### config.mk
export PLATFORM = sky130hd
export DESIGN_NAME = wgm_cfg_regs
export DESIGN_NICKNAME = d
export VERILOG_FILES = /design/src/rtl/wgm_pkg.sv /design/src/rtl/wgm_cfg_regs.sv
export SDC_FILE = /design/constraint.sdc
export NUM_CORES = 1
export LEC_CHECK = 0
export BUFFER_PORTS_ARGS = -buffer_cell sky130_fd_sc_hd__clkbuf_2
export CORE_MARGIN = 2
export CORE_UTILIZATION = 47
export CTS_CLUSTER_DIAMETER = 200
export DETAILED_ROUTE_END_ITERATION = 12
export GPL_TIMING_DRIVEN = 1
export PLACE_DENSITY = 0.82
export SYNTH_ARGS = -nofsm -noshare
export SYNTH_HDL_FRONTEND = slang
export SYNTH_SLANG_ARGS = --single-unit
### constraint.sdc
create_clock -name aclk -period 1.1 [get_ports aclk]
set_input_delay 0.055 -clock aclk [delete_from_list [all_inputs] [get_ports aclk]]
set_output_delay 0.055 -clock aclk [all_outputs]
set_load 0.05 [all_outputs]
### src/rtl/wgm_pkg.sv
// Shared types, constants and helpers for the wrapped gradient map.
`default_nettype none

package wgm_pkg;

    localparam int WIDTH_REG_W  = 11;
    localparam int HEIGHT_W     = 16;
    localparam int GAIN_W       = 16;
    localparam int SAMPLE_IN_W  = 16;
    localparam int NARROW_BITS  = 8;
    localparam int COL_OUT_W    = 10;
    localparam int GRAD_W       = 8;
    localparam int GRAD_SHIFT   = 8;
    localparam int GRAD_BIAS    = 32768;
    localparam int CFG_INDEX_W  = 2;
    localparam int CFG_DATA_W   = 16;

    localparam int DEF_MAX_WIDTH   = 1024;
    localparam int DEF_SAMPLE_BITS = 16;

    localparam logic [WIDTH_REG_W-1:0] WIDTH_RESET  = 11'd1;
    localparam logic [HEIGHT_W-1:0]    HEIGHT_RESET = 16'd2;
    localparam logic [GAIN_W-1:0]      GAIN_RESET   = 16'd256;

    typedef enum logic [CFG_INDEX_W-1:0] {
        CFG_IMAGE_WIDTH  = 2'd0,
        CFG_IMAGE_HEIGHT = 2'd1,
        CFG_GAIN         = 2'd2,
        CFG_WIDE_SAMPLES = 2'd3
    } cfg_index_t;

    typedef struct packed {
        logic [WIDTH_REG_W-1:0] image_width;
        logic [HEIGHT_W-1:0]    image_height;
        logic [GAIN_W-1:0]      gain;
        logic                   wide_samples;
    } cfg_t;

    typedef struct packed {
        logic row_above;
        logic last_row_left;
        logic last_row_end;
        logic col_zero;
        logic col_last;
        logic first_row;
    } item_flags_t;

    function automatic int col_bits(input int depth);
        return (depth > 1) ? $clog2(depth) : 1;
    endfunction

endpackage

`default_nettype wire

### src/rtl/wgm_cfg_regs.sv
// Configuration registers of the wrapped gradient map.
`default_nettype none

module wgm_cfg_regs import wgm_pkg::*; (
    input  wire logic                   aclk,
    input  wire logic                   aresetn,
    input  wire logic                   cfg_we,
    input  wire logic [CFG_INDEX_W-1:0] cfg_index,
    input  wire logic [CFG_DATA_W-1:0]  cfg_data,
    output cfg_t                        cfg,
    output logic                        pos_clear
);

    cfg_t cfg_reg;
    cfg_t cfg_next;

    always_comb begin
        cfg_next  = cfg_reg;
        pos_clear = 1'b0;
        if (cfg_we) begin
            case (cfg_index_t'(cfg_index))
                CFG_IMAGE_WIDTH: begin
                    cfg_next.image_width = cfg_data[WIDTH_REG_W-1:0];
                    pos_clear            = 1'b1;
                end
                CFG_IMAGE_HEIGHT: begin
                    cfg_next.image_height = cfg_data[HEIGHT_W-1:0];
                    pos_clear             = 1'b1;
                end
                CFG_GAIN: begin
                    cfg_next.gain = cfg_data[GAIN_W-1:0];
                end
                CFG_WIDE_SAMPLES: begin
                    cfg_next.wide_samples = cfg_data[0];
                end
                default: begin
                    cfg_next = cfg_reg;
                end
            endcase
        end
    end

    always_ff @(posedge aclk) begin
        if (!aresetn) begin
            cfg_reg.image_width  <= WIDTH_RESET;
            cfg_reg.image_height <= HEIGHT_RESET;
            cfg_reg.gain         <= GAIN_RESET;
            cfg_reg.wide_samples <= 1'b0;
        end else begin
            cfg_reg <= cfg_next;
        end
    end

    assign cfg = cfg_reg;

endmodule

`default_nettype wire

Word level (Yosys, flattened, before mapping)
Cells that the tools add are included.
- equal/unequal tests: 3
- mux-type cells: 2
- reductions and logical operators: 6
- operators with widths (operator ; number):
    AND reduction 2 bit ; 4
    equality test 2 bit (second input constant) ; 2
    equality test 2 x 1 -> 1 bit (second input constant) ; 1
    logical NOT 2 bit ; 1
    two-way mux 1 bit ; 2
    OR reduction 2 bit ; 1
- register bits after elaboration: 44
- input bits: 21
- output and inout port bits: 45
- logic and storage cells: 15

Logic depth before layout (Yosys ltp)
Gate-level depths: netlist of run 1.
- depth in word-level cells: 4
- depth in mapped cells: 5
- gate-level depth less buffers: 2

Worst setup path before layout of run 1
OpenSTA, ideal clock, no wires.
- path type: reg2reg
- start point: reg, netlist name cfg[18]
- end point: reg cfg_reg, in the netlist cfg[18]
- library setup time: 79 ps
- data arrival time: 840 ps
- data required time: 1021 ps
- setup slack: 181 ps
- cell stages (with the launch flop): 3
- buffers on the path: 0
- clock period less this slack: 919 ps
- cell sequence: dfxtp_1 inv_1 o211ai_1
- RTL lines (what ; line ; text):
    to (signal assigned) ; wgm_cfg_regs.sv:50 ; cfg_reg <= cfg_next;
    to (decl) ; wgm_cfg_regs.sv:14 ; cfg_t cfg_reg;

Worst setup path in the final report of run 1
- start point: reg cfg_reg, in the netlist cfg[28]
- end point: out cfg[28] (netlist bit)
- RTL lines (what ; line ; text):
    to (decl) ; wgm_cfg_regs.sv:10 ; output cfg_t cfg,
No word-level cell between the ends.

==> impl_results.md, run 1 <==
* Status: complete, no violations
* Reg-to-reg startpoint: cfg[33]$_SDFFE_PN1P_
* R2R setup slack at 0.42 ns
* Area leader, netlist: dfxtp_1
* Routed WL at 3.682 mm
* Port Buffer Count at 65
* Die H at 63.64 um
* Gpl congestion at 0.7115
* DP HPWL at 2.514 mm
* CP endpoint kind: output port
* Netlist Area Pre-Place at 1672 um2
* Period utilization at 95.69%
* DR vias/cell at 4.698
* Post-Synthesis Net Count at 188
* Adder-cell share of the synthesized area at 0%
* CP cell instances: clkbuf_2
* Area share of the largest cell type after synthesis at 52.69%
* Top post-synthesis cells by area: dfxtp_1 (53%), mux2i_1 (25%), nand2_1 (13%)
* Simple-Gate Fraction of Synth Area at 16.69%
* Fraction of registers with async set/reset at 0%
* RSZ-0062 raised after global routing: false
* Worst-Skew Late Latency at 0.34 ns
* Max IR drop VDD at 1.207 mV
* Htree depth at 2
* Clock slew at reported path FFs at 0.12 ns
* Min-Delay Startpoint: aresetn
* Area of the multi-input gates at 714.4 um2
* Cts bufs inserted at 5
* Worst stage delay on the critical path at 0.37 ns
* Syn Area/Cell at 10.01 um2
* Most frequent cells in the layout: nand2_1 (57), clkbuf_2 (52), dfxtp_1 (44)
* Initial antenna violation count at 0
* Compound-Gate Fraction of Synth Area at 1.497%
* Reg2reg end: cfg[33]$_SDFFE_PN1P_
* Predominant post-synthesis flop cell: dfxtp_1
* Main combinational cell family by area after synthesis: multiplexers
* Max Clk Rate at 950.0 MHz
* Initial Util at 49.70%
* Pleak at 0.001217 uW
* Fin. Hold Viols at 0
* DP Cell Count at 277
* P per Cell Area at 1424 nW/um2
* Clock Skews at 0 ns
* Synth cell types at 18
* Detailed router's first-iteration violation count at 41
* Final Slew Violations at 0
* Worst Tran Pin Value at 0.3127 ns
* Vias in the first global route at 1338
* Post-DRT Antenna Nets at 0
* Worst Hold Path Cells at 2
* Worst-case reg-to-reg path depth at 1
* Seq cells post-synth at 44
* CTS root buf: clkbuf_4
* Residual DRC at 0
* Setup-failing EPs final at 0
* Ys Warns at 0
* Filler cell count at 276
* Wire per inst at 12.23 um
* Post-synthesis cell count at 167
* Clk sinks at 44
* Fin nets at 275
* Routed vias at 1414
* Number of cell rows at 21
* # Max-Cap Violations at 0
* Postcts setup bufs at 0
* Total track usage at 19.00%
* Post-DP Area at 2093 um2
* Core box area at 3363 um2
* Share of cells above drive strength 1 at 32.94%
* Layout area overhead at 40.49%
* First-pass GRT wire length at 5.982 mm
* Critical path's top delay family: flip-flops
* Crit path launch type: register
* Largest register FFs at 44
* Largest net degree at the start of global routing at 29
* Multiplexer area fraction after synthesis at 24.55%
* I/O pin total at 66
* Register area at 880.8 um2
* Worst EP required at 1.04 ns
* Non-Filler Instances at 301
* Buf/Inv on CP at 1
* Die Width at 63.64 um
* Worst hold path class: in2reg
* Worst Hold End: cfg[18]$_SDFFE_PN1P_
* Die area at 4049 um2
* Setup_tns at 0 ns
* Router iterations before antenna repair at 4
* Bufs on Longest Clock Path at 2
* Ant diodes at 0
* CTS tree: yes
* Post-synthesis xor/xnor area fraction at 0%
* Slew HR at 78.87%
* Crit path max fanout at 2
* Minimum clock period at 1.053 ns
* Leading cell type in the layout, fill and taps excluded: nand2_1
* Final Power at 3343 uW
* Global route overflow at 0
* Setup CP Type: reg2out
* Post-synth EDFFs at 0
* Crit-path slowest cell: dfxtp_1
* Non-Filler Cell Area, Final at 2349 um2
* Sequential area share after synthesis at 52.69%
* Critical Path AT at 1.00 ns
-- what timing repair did --
item	in CTS	in global routing
hold buffers	16	0
setup endpoints to repair	0	13
endpoints found under the hold margin	37	0
resized for setup	0	13
-- power by group --
part / total [uW] / internal (uW) / switching (uW)
Sequential: 1680 / 1650 / 28.8
Combinational: 561 / 193 / 368
Clock: 1100 / 604 / 498
Total: 3340 / 2450 / 895
-- synthesized netlist by cell type (2+ instances only) --
| cell | n |
|---|---|
| a211o_1 | 2 |
| buf_2 | 4 |
| buf_6 | 2 |
| clkbuf_1 | 5 |
| dfxtp_1 | 44 |
| inv_1 | 2 |
| mux2i_1 | 41 |
| nand2_1 | 57 |
-- per-layer routing --
layer,global-route usage [%],vias to the layer above,wire [um]
li1,-,727,-
met1,23.34,637,1673
met2,31.71,48,1758
met3,6.071,2,231
met4,5.707,0,19
met5,0,-,0
-- worst max path at each step --
| stage | slack, ns | endpoint | depth (start not counted) | startpoint |
|---|---|---|---|---|
| 2_1_floorplan | 0.18 | cfg[18]$_SDFFE_PN1P_ | 2 | cfg[18]$_SDFFE_PN1P_ |
| 4_1_cts | 0.04 | cfg[33] | 1 | cfg[33]$_SDFFE_PN1P_ |
| 3_3_place_gp | 0.1 | cfg[37]$_SDFFE_PN0P_ | 4 | cfg_index[1] |
| 5_1_grt | 0.001 | cfg[41] | 1 | cfg[41]$_SDFFE_PN0P_ |
| 6_report | 0.05 | cfg[28] | 1 | cfg[28]$_SDFFE_PN0P_ |
| 3_5_place_dp | 0.08 | cfg[38]$_SDFFE_PN0P_ | 4 | cfg_index[1] |
-- metrics by stage --
step	hold slack (ns)	setup WS (ns)	utilization, %
after global routing	0.03283	0.001112	69.83
after CTS	0.03227	0.03829	69.83
after floorplan	0.2160	0.1808	-
after detailed placement	0.3195	0.07572	62.24
after global placement	0.3171	0.09525	62.24
final	0.04700	0.04740	69.83
-- layout make-up --
| class | instances | area share [%] |
|---|---|---|
| Timing Repair Buffer | 92 | 25.25 |
| Clock inverter | 1 | 1.279 |
| Tap cell | 46 | 2.451 |
| Inverter | 2 | 0.3197 |
| Clock buffer | 7 | 2.770 |
| Sequential cell | 44 | 37.51 |
| Multi-Input combinational cell | 109 | 30.42 |
-- cells by family (layout without fill, tap and decap cells) --
family          Yosys count  count (layout)
compound gates            3               3
buf+inv                  14             102
simple gates             65              65
mux                      41              41
flops                    44              44
Note: power is estimated with default switching activity, not from simulation.
==> run 2, diff against run 1 <==
Settings changed: PLACE_DENSITY 0.82 to 0.86.
==> run 2 against run 1 <==
  * Hold slack worse by 0.020 ns
  * Clock power is 22% lower
  * Register-to-register slack worse by 0.02 ns
==> impl_results.md, run 2 (same netlist as run 1, synthesis figures left out) <==
* Status: complete, no violations
* P per Cell Area at 1342 nW/um2 (-5.7%)
* Postcts setup bufs at 0 (unchanged)
* Register area at 880.8 um2 (unchanged)
* Largest net degree at the start of global routing at 42 (+45%)
* Initial Util at 49.70% (unchanged)
* Die H at 63.64 um (unchanged)
* CP cell instances: clkbuf_2
* Worst EP required at 1.04 ns (about the same)
* Most frequent cells in the layout: nand2_1 (57), dfxtp_1 (44), mux2i_1 (41)
* Critical path's top delay family: flip-flops
* Cts bufs inserted at 5 (unchanged)
* Router iterations before antenna repair at 4 (unchanged)
* Ant diodes at 0 (unchanged)
* Final Slew Violations at 0 (unchanged)
* Routed WL at 3.872 mm (+5.2%)
* Post-DRT Antenna Nets at 0 (unchanged)
* Htree depth at 2 (unchanged)
* Critical Path AT at 1.00 ns (about the same)
* Pint at 2160 uW (-12%)
* First-pass GRT wire length at 6.437 mm (+7.6%)
* Switching Share at 30.22% (+3.5 points)
* Period utilization at 96.04% (+0.35 points)
* Setup-failing EPs final at 0 (unchanged)
* RSZ-0062 raised after global routing: false
* I/O pin total at 66 (unchanged)
* Pleak at 0.001200 uW (-1.4%)
* Clock Skews at 0 ns (unchanged)
* Global route overflow at 0 (unchanged)
* Filler cell count at 279 (+1.1%)
* Bufs on Longest Clock Path at 2 (unchanged)
* Max Clk Rate at 946.6 MHz (-0.36%)
* Fin. Hold Viols at 0 (unchanged)
* DP HPWL at 2.420 mm (-3.7%)
* Detailed router's first-iteration violation count at 44 (+7.3%)
* CTS root buf: clkbuf_4
* Flop pwr share at 54.3% (+4.0 points)
* Wire per inst at 13.08 um (+6.9%)
* Clock slew at reported path FFs at 0.13 ns (about the same)
* CP endpoint kind: output port
* Area of the multi-input gates at 714.4 um2 (unchanged)
* Crit path max fanout at 2 (unchanged)
* Largest register FFs at 44 (unchanged)
* Worst stage delay on the critical path at 0.36 ns (about the same)
* Crit-path slowest cell: dfxtp_1
* Leading cell type in the layout, fill and taps excluded: nand2_1
* Port Buffer Count at 65 (unchanged)
* Clk sinks at 44 (unchanged)
* Clk pwr share at 27.6% (-5.4 points)
* Buf/Inv on CP at 1 (unchanged)
* Initial antenna violation count at 0 (unchanged)
* Worst hold path class: in2reg
* Residual DRC at 0 (unchanged)
* Vias in the first global route at 1449 (+8.3%)
* Comb power frac at 18.1% (+1.3 points)
* Number of cell rows at 21 (unchanged)
* P_sw at 935.6 uW (+4.5%)
* Slew HR at 81.11% (+2.2 points)
* Setup_tns at 0 ns (unchanged)
* Setup CP Type: reg2out
* Fin nets at 270 (-1.8%)
* Worst Tran Pin Value at 0.2833 ns (-0.02941 ns)
* CTS tree: yes
* DR vias/cell at 4.794 (+2.0%)
* Layout area overhead at 37.95%
* Die Width at 63.64 um (unchanged)
* Die area at 4049 um2 (unchanged)
* Crit path launch type: register
* Core box area at 3363 um2 (unchanged)
* Minimum clock period at 1.056 ns (+0.003837 ns)
* Share of cells above drive strength 1 at 31.60% (-1.3 points)
* # Max-Cap Violations at 0 (unchanged)
* Final Util at 68.56% (-1.3 points)
* Total track usage at 20.52% (+1.5 points)
* Gpl congestion at 0.7835 (+10%)
* Routed vias at 1419 (+0.35%)
* Worst-Skew Late Latency at 0.35 ns (about the same)
* Max IR drop VDD at 1.118 mV (-7.3%)
==> run 2: metal layers <==
metal	global-route usage, %	vias to the layer above	routed length (um)
met5	0	-	0
met4	7.065	0	47
met3	7.500	6	274
met2	35.26	51	1893
met1	23.34	650	1657
li1	-	712	-
==> run 2: final timing paths <==
| check | from | endpoint | slack, ns | depth (start not counted) |
|---|---|---|---|---|
| worst max-delay path | cfg[43]$_SDFFE_PN0P_ | cfg[43] | 0.04 | 1 |
| worst max register to register | cfg[33]$_SDFFE_PN1P_ | cfg[33]$_SDFFE_PN1P_ | 0.40 | 1 |
| worst min register to register | cfg[32]$_SDFFE_PN0P_ | cfg[32]$_SDFFE_PN0P_ | 0.47 | 2 |
| worst min-delay path | cfg_we | cfg[0]$_SDFFE_PN0P_ | 0.03 | 3 |
==> run 2: cell type report <==
class / count / share of cell area [%]
clock inverter: 2 / 0.5969
sequential: 44 / 38.20
tap: 46 / 2.496
timing repair buffer: 87 / 25.18
multi-input combinational: 109 / 30.98
inverter: 2 / 0.3256
clock buffer: 6 / 2.225
==> run 2: power groups by stage <==
| stage | clock [uW] | combinational (uW) | sequential, uW |
|---|---|---|---|
| 3_5_place_dp | 0 | 509 | 1720 |
| 5_1_grt | 940 | 592 | 1690 |
| 4_1_cts | 865 | 554 | 1680 |
| 2_1_floorplan | 0 | 162 | 1920 |
| 3_3_place_gp | 0 | 502 | 1710 |
| 6_report | 854 | 560 | 1680 |
==> run 2: timing repair <==
item | 4_1_cts | 5_1_grt
hold endpoints to repair | 41 | 0
hold buffers | 16 | 0
gates resized for setup | 0 | 31
setup endpoints to repair | 0 | 26
==> run 2: stage by stage <==
step	setup WS (ns)	hold WS [ns]	area (um2)	power [uW]	instances
floorplan	0.1808	0.2160	1672	2078	167
global placement	0.06042	0.3113	2068	2217	272
detailed placement	0.03466	0.3223	2068	2226	272
CTS	0.01310	0.02248	2293	3102	296
global route	0.0004637	0.03081	2306	3222	296
finish	0.04357	0.02731	2306	3096	296
