[src/rtl/wgm_pkg.sv]
// Shared types, constants and helpers for the wrapped gradient map.
`default_nettype none

package wgm_pkg;

    localparam int WIDTH_REG_W  = 11;
    localparam int HEIGHT_W     = 16;
    localparam int GAIN_W       = 16;
    localparam int SAMPLE_IN_W  = 16;
    localparam int NARROW_BITS  = 8;
    localparam int COL_OUT_W    = 10;
    localparam int GRAD_W       = 8;
    localparam int GRAD_SHIFT   = 8;
    localparam int GRAD_BIAS    = 32768;
    localparam int CFG_INDEX_W  = 2;
    localparam int CFG_DATA_W   = 16;

    localparam int DEF_MAX_WIDTH   = 1024;
    localparam int DEF_SAMPLE_BITS = 16;

    localparam logic [WIDTH_REG_W-1:0] WIDTH_RESET  = 11'd1;
    localparam logic [HEIGHT_W-1:0]    HEIGHT_RESET = 16'd2;
    localparam logic [GAIN_W-1:0]      GAIN_RESET   = 16'd256;

    typedef enum logic [CFG_INDEX_W-1:0] {
        CFG_IMAGE_WIDTH  = 2'd0,
        CFG_IMAGE_HEIGHT = 2'd1,
        CFG_GAIN         = 2'd2,
        CFG_WIDE_SAMPLES = 2'd3
    } cfg_index_t;

    typedef struct packed {
        logic [WIDTH_REG_W-1:0] image_width;
        logic [HEIGHT_W-1:0]    image_height;
        logic [GAIN_W-1:0]      gain;
        logic                   wide_samples;
    } cfg_t;

    typedef struct packed {
        logic row_above;
        logic last_row_left;
        logic last_row_end;
        logic col_zero;
        logic col_last;
        logic first_row;
    } item_flags_t;

    function automatic int col_bits(input int depth);
        return (depth > 1) ? $clog2(depth) : 1;
    endfunction

endpackage

`default_nettype wire

[src/rtl/wgm_emit.sv]
// Result sequencing, gradient arithmetic and the output word register.
`default_nettype none

module wgm_emit import wgm_pkg::*; #(
    parameter int MAX_WIDTH   = DEF_MAX_WIDTH,
    parameter int SAMPLE_BITS = DEF_SAMPLE_BITS
) (
    input  wire logic                         aclk,
    input  wire logic                         aresetn,
    input  wire logic [GAIN_W-1:0]            gain,
    input  wire logic                         accept,
    input  wire logic [col_bits(MAX_WIDTH)-1:0] item_col,
    input  wire logic [HEIGHT_W-1:0]          item_row,
    input  wire logic [SAMPLE_BITS-1:0]       item_sample,
    input  wire item_flags_t                  item_flags,
    input  wire logic [SAMPLE_BITS-1:0]       prior_centre,
    input  wire logic [SAMPLE_BITS-1:0]       prior_next,
    input  wire logic [SAMPLE_BITS-1:0]       top_value,
    input  wire logic                         m_ready,
    output logic                              s_ready,
    output logic                              item_valid,
    output logic                              m_valid,
    output logic [COL_OUT_W-1:0]              m_col,
    output logic [HEIGHT_W-1:0]               m_row_index,
    output logic [GRAD_W-1:0]                 m_horiz_grad,
    output logic [GRAD_W-1:0]                 m_vert_grad,
    output logic                              m_run_last
);

    localparam int COL_W  = col_bits(MAX_WIDTH);
    localparam int PROD_W = GAIN_W + SAMPLE_BITS + 1;
    localparam int SUM_W  = PROD_W + 1;

    localparam logic [2:0] RES_ABOVE = 3'b001;
    localparam logic [2:0] RES_LEFT  = 3'b010;
    localparam logic [2:0] RES_END   = 3'b100;

    function automatic logic [GRAD_W-1:0] grad_of(
        input logic signed [GAIN_W-1:0] g,
        input logic [SAMPLE_BITS-1:0]   nb,
        input logic [SAMPLE_BITS-1:0]   centre
    );
        logic signed [SAMPLE_BITS:0] diff;
        logic signed [PROD_W-1:0]    prod;
        logic signed [SUM_W-1:0]     t;
        logic [GRAD_W-1:0]           res;
        diff = $signed({1'b0, nb}) - $signed({1'b0, centre});
        prod = g * diff;
        t    = SUM_W'(prod) + SUM_W'(GRAD_BIAS);
        if (t[SUM_W-1]) begin
            res = '0;
        end else if (|t[SUM_W-2:GRAD_SHIFT+GRAD_W]) begin
            res = '1;
        end else begin
            res = t[GRAD_SHIFT +: GRAD_W];
        end
        return res;
    endfunction

    logic                   item_valid_reg;
    logic                   item_valid_next;
    logic [2:0]             done_reg;
    logic [2:0]             done_next;
    logic [SAMPLE_BITS-1:0] row_start_reg;
    logic [SAMPLE_BITS-1:0] row_start_next;
    logic [SAMPLE_BITS-1:0] prev_sample_reg;
    logic [SAMPLE_BITS-1:0] prev_sample_next;
    logic [SAMPLE_BITS-1:0] prev_top_reg;
    logic [SAMPLE_BITS-1:0] prev_top_next;
    logic                   m_valid_reg;
    logic                   m_valid_next;
    logic [COL_OUT_W-1:0]   m_col_reg;
    logic [HEIGHT_W-1:0]    m_row_reg;
    logic [GRAD_W-1:0]      m_horiz_reg;
    logic [GRAD_W-1:0]      m_vert_reg;
    logic                   m_last_reg;

    logic [2:0]             mask;
    logic [2:0]             pending;
    logic [2:0]             sel;
    logic                   final_pick;
    logic                   word_free;
    logic                   out_load;
    logic                   item_done;
    logic [SAMPLE_BITS-1:0] top_cur;
    logic [SAMPLE_BITS-1:0] op_centre;
    logic [SAMPLE_BITS-1:0] op_right;
    logic [SAMPLE_BITS-1:0] op_below;
    logic [COL_W-1:0]       op_col;
    logic [HEIGHT_W-1:0]    op_row;

    always_comb begin
        mask       = {item_flags.last_row_end, item_flags.last_row_left, item_flags.row_above};
        pending    = mask & ~done_reg;
        sel        = pending & (~pending + 3'd1);
        final_pick = (pending == sel);
        word_free  = !m_valid_reg || m_ready;
        out_load   = item_valid_reg && (pending != '0) && word_free;
        item_done  = item_valid_reg && ((pending == '0) || (out_load && final_pick));
        s_ready    = !item_valid_reg || item_done;
        top_cur    = item_flags.first_row ? item_sample : top_value;
    end

    always_comb begin
        op_centre = item_sample;
        op_right  = item_sample;
        op_below  = item_sample;
        op_col    = item_col;
        op_row    = item_row;
        case (sel)
            RES_ABOVE: begin
                op_centre = prior_centre;
                if (!item_flags.col_last) begin
                    op_right = prior_next;
                end else if (item_flags.col_zero) begin
                    op_right = prior_centre;
                end else begin
                    op_right = row_start_reg;
                end
                op_below = item_sample;
                op_row   = item_row - HEIGHT_W'(1);
            end
            RES_LEFT: begin
                op_centre = prev_sample_reg;
                op_right  = item_sample;
                op_below  = prev_top_reg;
                op_col    = item_col - COL_W'(1);
            end
            RES_END: begin
                op_centre = item_sample;
                op_right  = item_flags.col_zero ? item_sample : prior_next;
                op_below  = top_cur;
            end
            default: begin
                op_centre = item_sample;
            end
        endcase
    end

    always_comb begin
        item_valid_next  = accept ? 1'b1 : (item_done ? 1'b0 : item_valid_reg);
        done_next        = done_reg;
        if (accept) begin
            done_next = '0;
        end else if (out_load) begin
            done_next = done_reg | sel;
        end
        row_start_next   = row_start_reg;
        prev_sample_next = prev_sample_reg;
        prev_top_next    = prev_top_reg;
        if (item_done) begin
            prev_sample_next = item_sample;
            prev_top_next    = top_cur;
            if (item_flags.col_zero) begin
                row_start_next = prior_centre;
            end
        end
        m_valid_next = out_load ? 1'b1 : (m_ready ? 1'b0 : m_valid_reg);
    end

    always_ff @(posedge aclk) begin
        if (!aresetn) begin
            item_valid_reg  <= 1'b0;
            done_reg        <= '0;
            row_start_reg   <= '0;
            prev_sample_reg <= '0;
            prev_top_reg    <= '0;
            m_valid_reg     <= 1'b0;
        end else begin
            item_valid_reg  <= item_valid_next;
            done_reg        <= done_next;
            row_start_reg   <= row_start_next;
            prev_sample_reg <= prev_sample_next;
            prev_top_reg    <= prev_top_next;
            m_valid_reg     <= m_valid_next;
        end
    end

    always_ff @(posedge aclk) begin
        if (out_load) begin
            m_col_reg   <= COL_OUT_W'(op_col);
            m_row_reg   <= op_row;
            m_horiz_reg <= grad_of($signed(gain), op_right, op_centre);
            m_vert_reg  <= grad_of($signed(gain), op_below, op_centre);
            m_last_reg  <= final_pick;
        end
    end

    assign item_valid   = item_valid_reg;
    assign m_valid      = m_valid_reg;
    assign m_col        = m_col_reg;
    assign m_row_index  = m_row_reg;
    assign m_horiz_grad = m_horiz_reg;
    assign m_vert_grad  = m_vert_reg;
    assign m_run_last   = m_last_reg;

endmodule

`default_nettype wire

[config.mk]
export PLATFORM = sky130hd
export DESIGN_NAME = wgm_emit
export DESIGN_NICKNAME = d
export VERILOG_FILES = /design/src/rtl/wgm_pkg.sv /design/src/rtl/wgm_emit.sv
export SDC_FILE = /design/constraint.sdc
export NUM_CORES = 2
export LEC_CHECK = 0
export ABC_AREA = 1
export BUFFER_PORTS_ARGS = -buffer_cell sky130_fd_sc_hd__buf_2
export CELL_PAD_IN_SITES_DETAIL_PLACEMENT = 1
export CELL_PAD_IN_SITES_GLOBAL_PLACEMENT = 1
export CORE_ASPECT_RATIO = 1.1
export CORE_UTILIZATION = 44
export DETAILED_ROUTE_END_ITERATION = 6
export HOLD_SLACK_MARGIN = 0.06
export PLACE_DENSITY = 0.86
export SKIP_CTS_REPAIR_TIMING = 1
export SLEW_MARGIN = 40
export SYNTH_ARGS = -nofsm -noshare
export SYNTH_HDL_FRONTEND = slang
export SYNTH_SLANG_ARGS = --single-unit
[constraint.sdc]
create_clock -name aclk -period 10.37 [get_ports aclk]
set_clock_uncertainty 0.05 [all_clocks]
set_input_delay 2.074 -clock aclk [delete_from_list [all_inputs] [get_ports aclk]]
set_output_delay 2.074 -clock aclk [all_outputs]
set_load 0.01 [all_outputs]
Word level (Yosys, flattened, before mapping)

Index checks and enable logic that the tools add are counted.
W data, S select, Z words.

Multipliers: 2
Bitwise gates (word level): 6
Reductions and logical operators: 16
Mux-type cells: 15
Add/sub/neg operators: 7
Equality and inequality tests: 4

Operators with widths:

| kind                     | number |
|---|---|
| $pmux W16 S2             | 3 |
| $mux W16                 | 5 |
| $add A33 B17 Y34 const B | 2 |
| $mul A16 B17 Y33         | 2 |
| $reduce_or A17 Y1        | 2 |
| $sub A16 B16 Y17         | 2 |
| $mux W8                  | 2 |
| $sub A16 B1 Y16 const B  | 1 |
| $mux W10                 | 1 |
| $sub A10 B1 Y10 const B  | 1 |
| $and A3 B3 Y3            | 2 |
| $not A3 Y3               | 2 |
| $logic_and A1 B1 Y1      | 4 |
| $mux W1                  | 4 |
| $reduce_bool A2 Y1       | 2 |
| $add A3 B1 Y3 const B    | 1 |
| $eq A3 B1 Y1 const B     | 1 |
| $eq A3 B2 Y1 const B     | 1 |
| $eq A3 B3 Y1             | 1 |
| $eq A3 B3 Y1 const B     | 1 |
| $logic_not A3 Y1         | 1 |
| $logic_or A1 B1 Y1       | 3 |
| $or A3 B3 Y3             | 1 |
| $reduce_bool A3 Y1       | 1 |
| other kinds (3)          | 4 |

Flip-flop bits (word level): 96
Input bits: 116
Word-level logic and storage cells: 61
Output and inout port bits: 46

Depth between registers and ports, before layout

Depth after elaboration: 12
Mapped depth: 54
Gate-level depth less buffers: 54

Least setup slack after synthesis

No wires, ideal clock.

Path kind: input to register
Start: input item_flags[4] in the netlist's numbering
End: register m_horiz_reg[0] (netlist: m_horiz_grad[0]) (data pin)
Data required time: 10070 ps
Path buffers: 1
Data arrival time: 10213 ps
Path slack: -143 ps
Stages: 47
Library setup time: 250 ps
Cell sequence: nand2_1 -> nand2_2 -> nor2_1 -> inv_1 -> nor2_1 -> inv_1 -> o21ai_0 -> a221oi_1 -> ha_1 -> fa_1 -> nand3b_1 -> nand2_1 -> a21oi_2 -> o21ai_4 -> nand4_2 -> nand2_2 -> nand2_4 -> nand2_2 -> (+11 left out) -> inv_1 -> fa_1 -> inv_1 -> ha_1 -> a21oi_1 -> inv_1 -> a21oi_1 -> nand2_1 -> a21oi_1 -> nand2_1 -> nand2_1 -> nand2_1 -> nor2_1 -> nand4_1 -> nor2_4 -> nand4_1 -> nand2_1 -> inv_1

Cells in the longest elaborated chain, start to end: 11
Elaborated cells on any way between the ends: 14
Those cells by class: add/sub (3); mul (1); eq/ne (3); mux (3); bitwise (3); reduce/logical (1)

Ends and longest elaborated chain:

| what                                       | line            | source |
|---|---|---|
| from (decl)                                | wgm_emit.sv:15  | `input wire item_flags_t item_flags,` |
| $and A3 B3 Y3 (*)                          | wgm_emit.sv:94  | `pending = mask & ~done_reg;` |
| $not A3 Y3                                 | wgm_emit.sv:95  | `sel = pending & (~pending + 3'd1);` |
| $add A3 B1 Y3                              | wgm_emit.sv:95  |  |
| $and A3 B3 Y3 (*)                          | wgm_emit.sv:95  |  |
| $eq A3 B3 Y1, or another cell as far along | wgm_emit.sv:110 | `case (sel)` |
| $pmux W16 S2                               | wgm_emit.sv:110 |  |
| $sub A16 B16 Y17 (*)                       | wgm_emit.sv:47  | `diff = $signed({1'b0, nb}) - $signed({1'b0, centre});` |
| $mul A16 B17 Y33 (*)                       | wgm_emit.sv:48  | `prod = g * diff;` |
| $add A33 B17 Y34 (*)                       | wgm_emit.sv:49  | `t = SUM_W'(prod) + SUM_W'(GRAD_BIAS);` |
| $reduce_or A17 Y1                          | wgm_emit.sv:52  | `end else if (\|t[SUM_W-2:GRAD_SHIFT+GRAD_W]) begin` |
| $mux W8                                    | wgm_emit.sv:52  |  |
| to (signal assigned)                       | wgm_emit.sv:183 | `m_horiz_reg <= grad_of($signed(gain), op_right, op_centre);` |
| to (decl)                                  | wgm_emit.sv:74  | `logic [GRAD_W-1:0] m_horiz_reg;` |

Mark *: on every way between the ends. The rest lies on a longest branch, timed or not.
A chain may end at the register's enable or synchronous reset.

Worst setup path in the final report

Same ends and word-level chain as after synthesis.

==> flow_results.xml <==
<?xml version="1.0" encoding="UTF-8"?>
<metrics>
  <group name="route">
    <metric name="detail-route-antenna-nets" unit="">0</metric>
    <metric name="detail_route.vias_per_cell" unit="">6.090</metric>
    <metric name="drt-initial-drc-count" unit="">2903</metric>
    <metric name="firstDrtPassIters" unit="">6</metric>
    <metric name="routed-via-count" unit="">30490</metric>
    <metric name="avgRoutedWirePerCell" unit="µm">28.06</metric>
    <metric name="drc" unit="">0</metric>
    <metric name="drt-total-wl" unit="µm">140500</metric>
  </group>
  <group name="place">
    <metric name="place.gp.congestion" unit="">0.9453</metric>
    <metric name="port_buffers" unit="">161</metric>
    <metric name="dp_hpwl" unit="µm">93770</metric>
  </group>
  <group name="worst_setup_path">
    <metric name="slowest_stage" unit="">sky130_fd_sc_hd__fa_1</metric>
    <metric name="reg2reg_setup_slack" unit="ns">0.38</metric>
    <metric name="startpoint" unit="">item_flags[4]</metric>
    <metric name="crit_path_end_kind" unit="">flip-flop</metric>
    <metric name="reg2regPathDepth" unit="">38</metric>
    <metric name="timing_worst_setup_path_type" unit="">in -&gt; reg</metric>
    <metric name="cp_slowest_stage_delay" unit="ns">1.04</metric>
    <metric name="worst-endpoint-arrival" unit="ns">11.37</metric>
    <metric name="reg2reg_to" unit="">m_horiz_grad[0]</metric>
    <metric name="setup.worst_path.end" unit="">m_horiz_grad[0]</metric>
    <metric name="worstPathRequired" unit="ns">10.52</metric>
    <metric name="crit_path_start_kind" unit="">input port</metric>
    <metric name="worst_path_most_repeated_cell" unit="">sky130_fd_sc_hd__nand2_1</metric>
    <metric name="reg2reg_from" unit="">done_reg[1]</metric>
    <metric name="critPathMaxFanout" unit="">14</metric>
  </group>
  <group name="timing">
    <metric name="max_slew.worst_pin.slew" unit="ns">1.191</metric>
    <metric name="maxSlewHeadroom" unit="%">20.54</metric>
    <metric name="maxClockFrequency" unit="MHz">89.13</metric>
    <metric name="final.min_clock_period" unit="ns">11.22</metric>
    <metric name="finalHoldViolations" unit="">0</metric>
    <metric name="layout_worst_path_cycle_share" unit="%">108.2</metric>
    <metric name="finalSetupViolCount" unit="">16</metric>
    <metric name="timing.final.ws_setup" unit="ns">-0.8499</metric>
    <metric name="final-max-slew-violation-count" unit="">0</metric>
    <metric name="fin_setup_tns" unit="ns">-11.47</metric>
    <metric name="unrepaired_setup_endpoints_after_global_routing" unit="">true</metric>
    <metric name="fin_hold_ws" unit="ns">0.4038</metric>
  </group>
  <group name="floorplanning">
    <metric name="top_level_ports" unit="">162</metric>
    <metric name="die_h" unit="µm">269.9</metric>
    <metric name="num_rows" unit="">97</metric>
    <metric name="die_area" unit="mm²">0.06629</metric>
    <metric name="die_x" unit="µm">245.6</metric>
    <metric name="initial_utilization" unit="%">44.81</metric>
    <metric name="placeableCoreArea" unit="mm²">0.06408</metric>
  </group>
  <group name="finish">
    <metric name="num-nets-final" unit="">5030</metric>
    <metric name="final.fill_count" unit="">7896</metric>
    <metric name="areaGrowthSynthToFinish" unit="%">20.02</metric>
    <metric name="final_layout_size_suffix_gt1_share" unit="%">20.83</metric>
    <metric name="multi_input_comb_area" unit="mm²">0.02350</metric>
    <metric name="layout.area.seq" unit="mm²">0.002352</metric>
  </group>
  <group name="yosys">
    <metric name="postSynthAreaPerCell" unit="µm²">7.705</metric>
    <metric name="synth.cell_area" unit="mm²">0.02872</metric>
    <metric name="synth-compound-area-share" unit="%">7.054</metric>
    <metric name="synth_top_family_by_area" unit="">adder cells</metric>
    <metric name="ys_dominant_reg_cell" unit="">sky130_fd_sc_hd__dfxtp_1</metric>
    <metric name="ys_seq_elements" unit="">96</metric>
    <metric name="ys_async_sr_fraction" unit="%">0</metric>
    <metric name="synth_nets" unit="">4605</metric>
    <metric name="number_of_flops_mapped_to_enable_cells_by_yosys" unit="">43</metric>
    <metric name="synth_fa_ha_area_share" unit="%">47.89</metric>
    <metric name="post_synthesis_sequential_area_ratio" unit="%">8.191</metric>
    <metric name="synth_simple_gate_area_share" unit="%">20.29</metric>
    <metric name="ys_warns" unit="">0</metric>
    <metric name="synth_area_in_xor_xnor" unit="%">2.645</metric>
    <metric name="synthCells" unit="">3727</metric>
    <metric name="synth.mux.area_fraction" unit="%">0.06971</metric>
    <metric name="yosysUniqueCellTypes" unit="">64</metric>
  </group>
  <group name="clock_network">
    <metric name="clkLatencyLatePin" unit="ns">0.43</metric>
    <metric name="cts_tree" unit="">built</metric>
    <metric name="clk_root_buffer_cell" unit="">sky130_fd_sc_hd__clkbuf_16</metric>
    <metric name="cts-htree-levels" unit="">3</metric>
    <metric name="cts_made_buffers" unit="">9</metric>
    <metric name="clock_tree.buffer_depth" unit="">2</metric>
    <metric name="cts_num_sinks" unit="">96</metric>
    <metric name="clk_transition_reported_paths" unit="ns">0.10</metric>
  </group>
  <group name="job">
    <metric name="cap_viol_max_count" unit="">0</metric>
  </group>
  <group name="grt">
    <metric name="grt_pass1_vias" unit="">32000</metric>
    <metric name="grt_antenna_before_repair" unit="">8</metric>
    <metric name="global_route.usage.total" unit="%">33.99</metric>
    <metric name="first_pass_grt_wire_length" unit="µm">173500</metric>
    <metric name="overflow" unit="">0</metric>
    <metric name="grt_start_max_net_pins" unit="">77</metric>
  </group>
  <group name="status">
    <metric name="run_status" unit="">finished, violations left</metric>
    <metric name="failed_checks" unit="">negative setup slack</metric>
  </group>
  <group name="hold_path">
    <metric name="worstHoldPathCells" unit="">2</metric>
    <metric name="min-delay-path-class" unit="">reg -&gt; reg</metric>
  </group>
</metrics>
==> synth_stat cells, types with 10 or more instances <==
library cell	number	area, µm²
sky130_fd_sc_hd__inv_1	924	3468
sky130_fd_sc_hd__nand2_1	735	2759
sky130_fd_sc_hd__fa_1	562	11250
sky130_fd_sc_hd__nor2_1	429	1610
sky130_fd_sc_hd__ha_1	200	2502
sky130_fd_sc_hd__a21oi_1	157	785.8
sky130_fd_sc_hd__o21ai_0	106	530.5
sky130_fd_sc_hd__nand3_1	95	475.5
sky130_fd_sc_hd__clkbuf_1	78	292.8
sky130_fd_sc_hd__dfxtp_1	53	1061
sky130_fd_sc_hd__edfxtp_1	43	1291
sky130_fd_sc_hd__xnor2_1	35	306.5
sky130_fd_sc_hd__xor2_1	33	289.0
sky130_fd_sc_hd__o221ai_1	27	236.5
sky130_fd_sc_hd__nand4_1	23	143.9
sky130_fd_sc_hd__nand2_2	22	137.6
sky130_fd_sc_hd__nor3_1	22	110.1
sky130_fd_sc_hd__nor2_2	17	106.4
sky130_fd_sc_hd__o22ai_1	15	93.84
sky130_fd_sc_hd__inv_2	13	48.80
sky130_fd_sc_hd__or2_2	10	62.56
==> worst min-delay path by stage <==
stage                                  start                 end  slack (ns)
after detailed placement   row_start_reg[12]   row_start_reg[12]        0.39
after global routing        row_start_reg[6]    row_start_reg[6]        0.44
after CTS                  row_start_reg[12]   row_start_reg[12]        0.41
after floorplan           prev_sample_reg[1]  prev_sample_reg[1]        0.37
after global placement     row_start_reg[12]   row_start_reg[12]        0.38
final                      row_start_reg[12]   row_start_reg[12]        0.40
==> metal layers <==
layer	up-vias	GRT usage (%)	wire, µm
met1	14870	34.85	43310
met3	1252	5.922	13480
met4	2	24.03	17570
met2	2439	61.88	66150
li1	11930	-	-
met5	-	0	11
==> area by class of cell <==
type,count,area share [%]
Antenna cell,9,0.06535
Clock buffer,9,0.6535
Clock inverter,7,0.2650
Inverter,951,10.49
Multi-Input combinational cell,2584,68.19
Sequential cell,96,6.825
Tap cell,841,3.053
Timing Repair Buffer,509,10.44
Timing Repair inverter,1,0.02178
==> logic make-up (layout without fill, tap and decap cells) <==
kind of cell / count (synthesis) / count (layout)
and+or+nand+nor: 1398 / 1398
buffers and inverters: 1047 / 1477
adders and majority gates: 762 / 762
AOI/OAI and AO/OA: 346 / 346
DFF: 96 / 96
xor gates and xnor gates: 76 / 76
muxes: 2 / 2
other: 0 / 9
==> through the flow <==
stage | cells | instance area (µm²) | setup WS [ns] | utilization (%)
global placement | 4942 | 32590 | -0.3472 | 50.85
floorplan | 3727 | 28720 | 0.05307 | -
finish | 5007 | 34460 | -0.8499 | 53.78
global route | 5002 | 34450 | -1.158 | 53.76
detailed placement | 4942 | 32590 | -0.8766 | 50.85
CTS | 4958 | 32900 | -0.5716 | 51.35
==> placed cells by master, fill, tap and decap left out, types with 19 or more instances in the layout <==
master	synthesis	layout
sky130_fd_sc_hd__nor2_2	17	45
sky130_fd_sc_hd__o21ai_0	106	93
sky130_fd_sc_hd__inv_1	924	899
sky130_fd_sc_hd__fa_1	562	546
sky130_fd_sc_hd__a21oi_2	5	32
sky130_fd_sc_hd__nand2_1	735	696
sky130_fd_sc_hd__nand3_2	7	19
sky130_fd_sc_hd__nor2_4	8	26
sky130_fd_sc_hd__buf_4	2	323
sky130_fd_sc_hd__ha_1	200	170
sky130_fd_sc_hd__edfxtp_1	43	43
sky130_fd_sc_hd__xnor2_1	35	35
sky130_fd_sc_hd__ha_4	0	20
sky130_fd_sc_hd__nor2_1	429	383
sky130_fd_sc_hd__a21oi_1	157	124
sky130_fd_sc_hd__inv_2	13	31
sky130_fd_sc_hd__nand4_1	23	23
sky130_fd_sc_hd__dfxtp_1	53	53
sky130_fd_sc_hd__o221ai_1	27	25
sky130_fd_sc_hd__nand2_2	22	49
sky130_fd_sc_hd__buf_2	8	159
sky130_fd_sc_hd__xor2_1	33	32
sky130_fd_sc_hd__nand3_1	95	83
==> critical path, delay by kind of cell <==
family,cells,cell delay [ns]
fa+ha+maj,8,4.70
simple gates,17,2.34
compound gates,5,1.26
buf+inv,7,0.88
xor+xnor,1,0.09
Power is left out: the tool's default activity adds up to more than one toggle a clock period on the data nets, which glitch-free logic cannot reach.
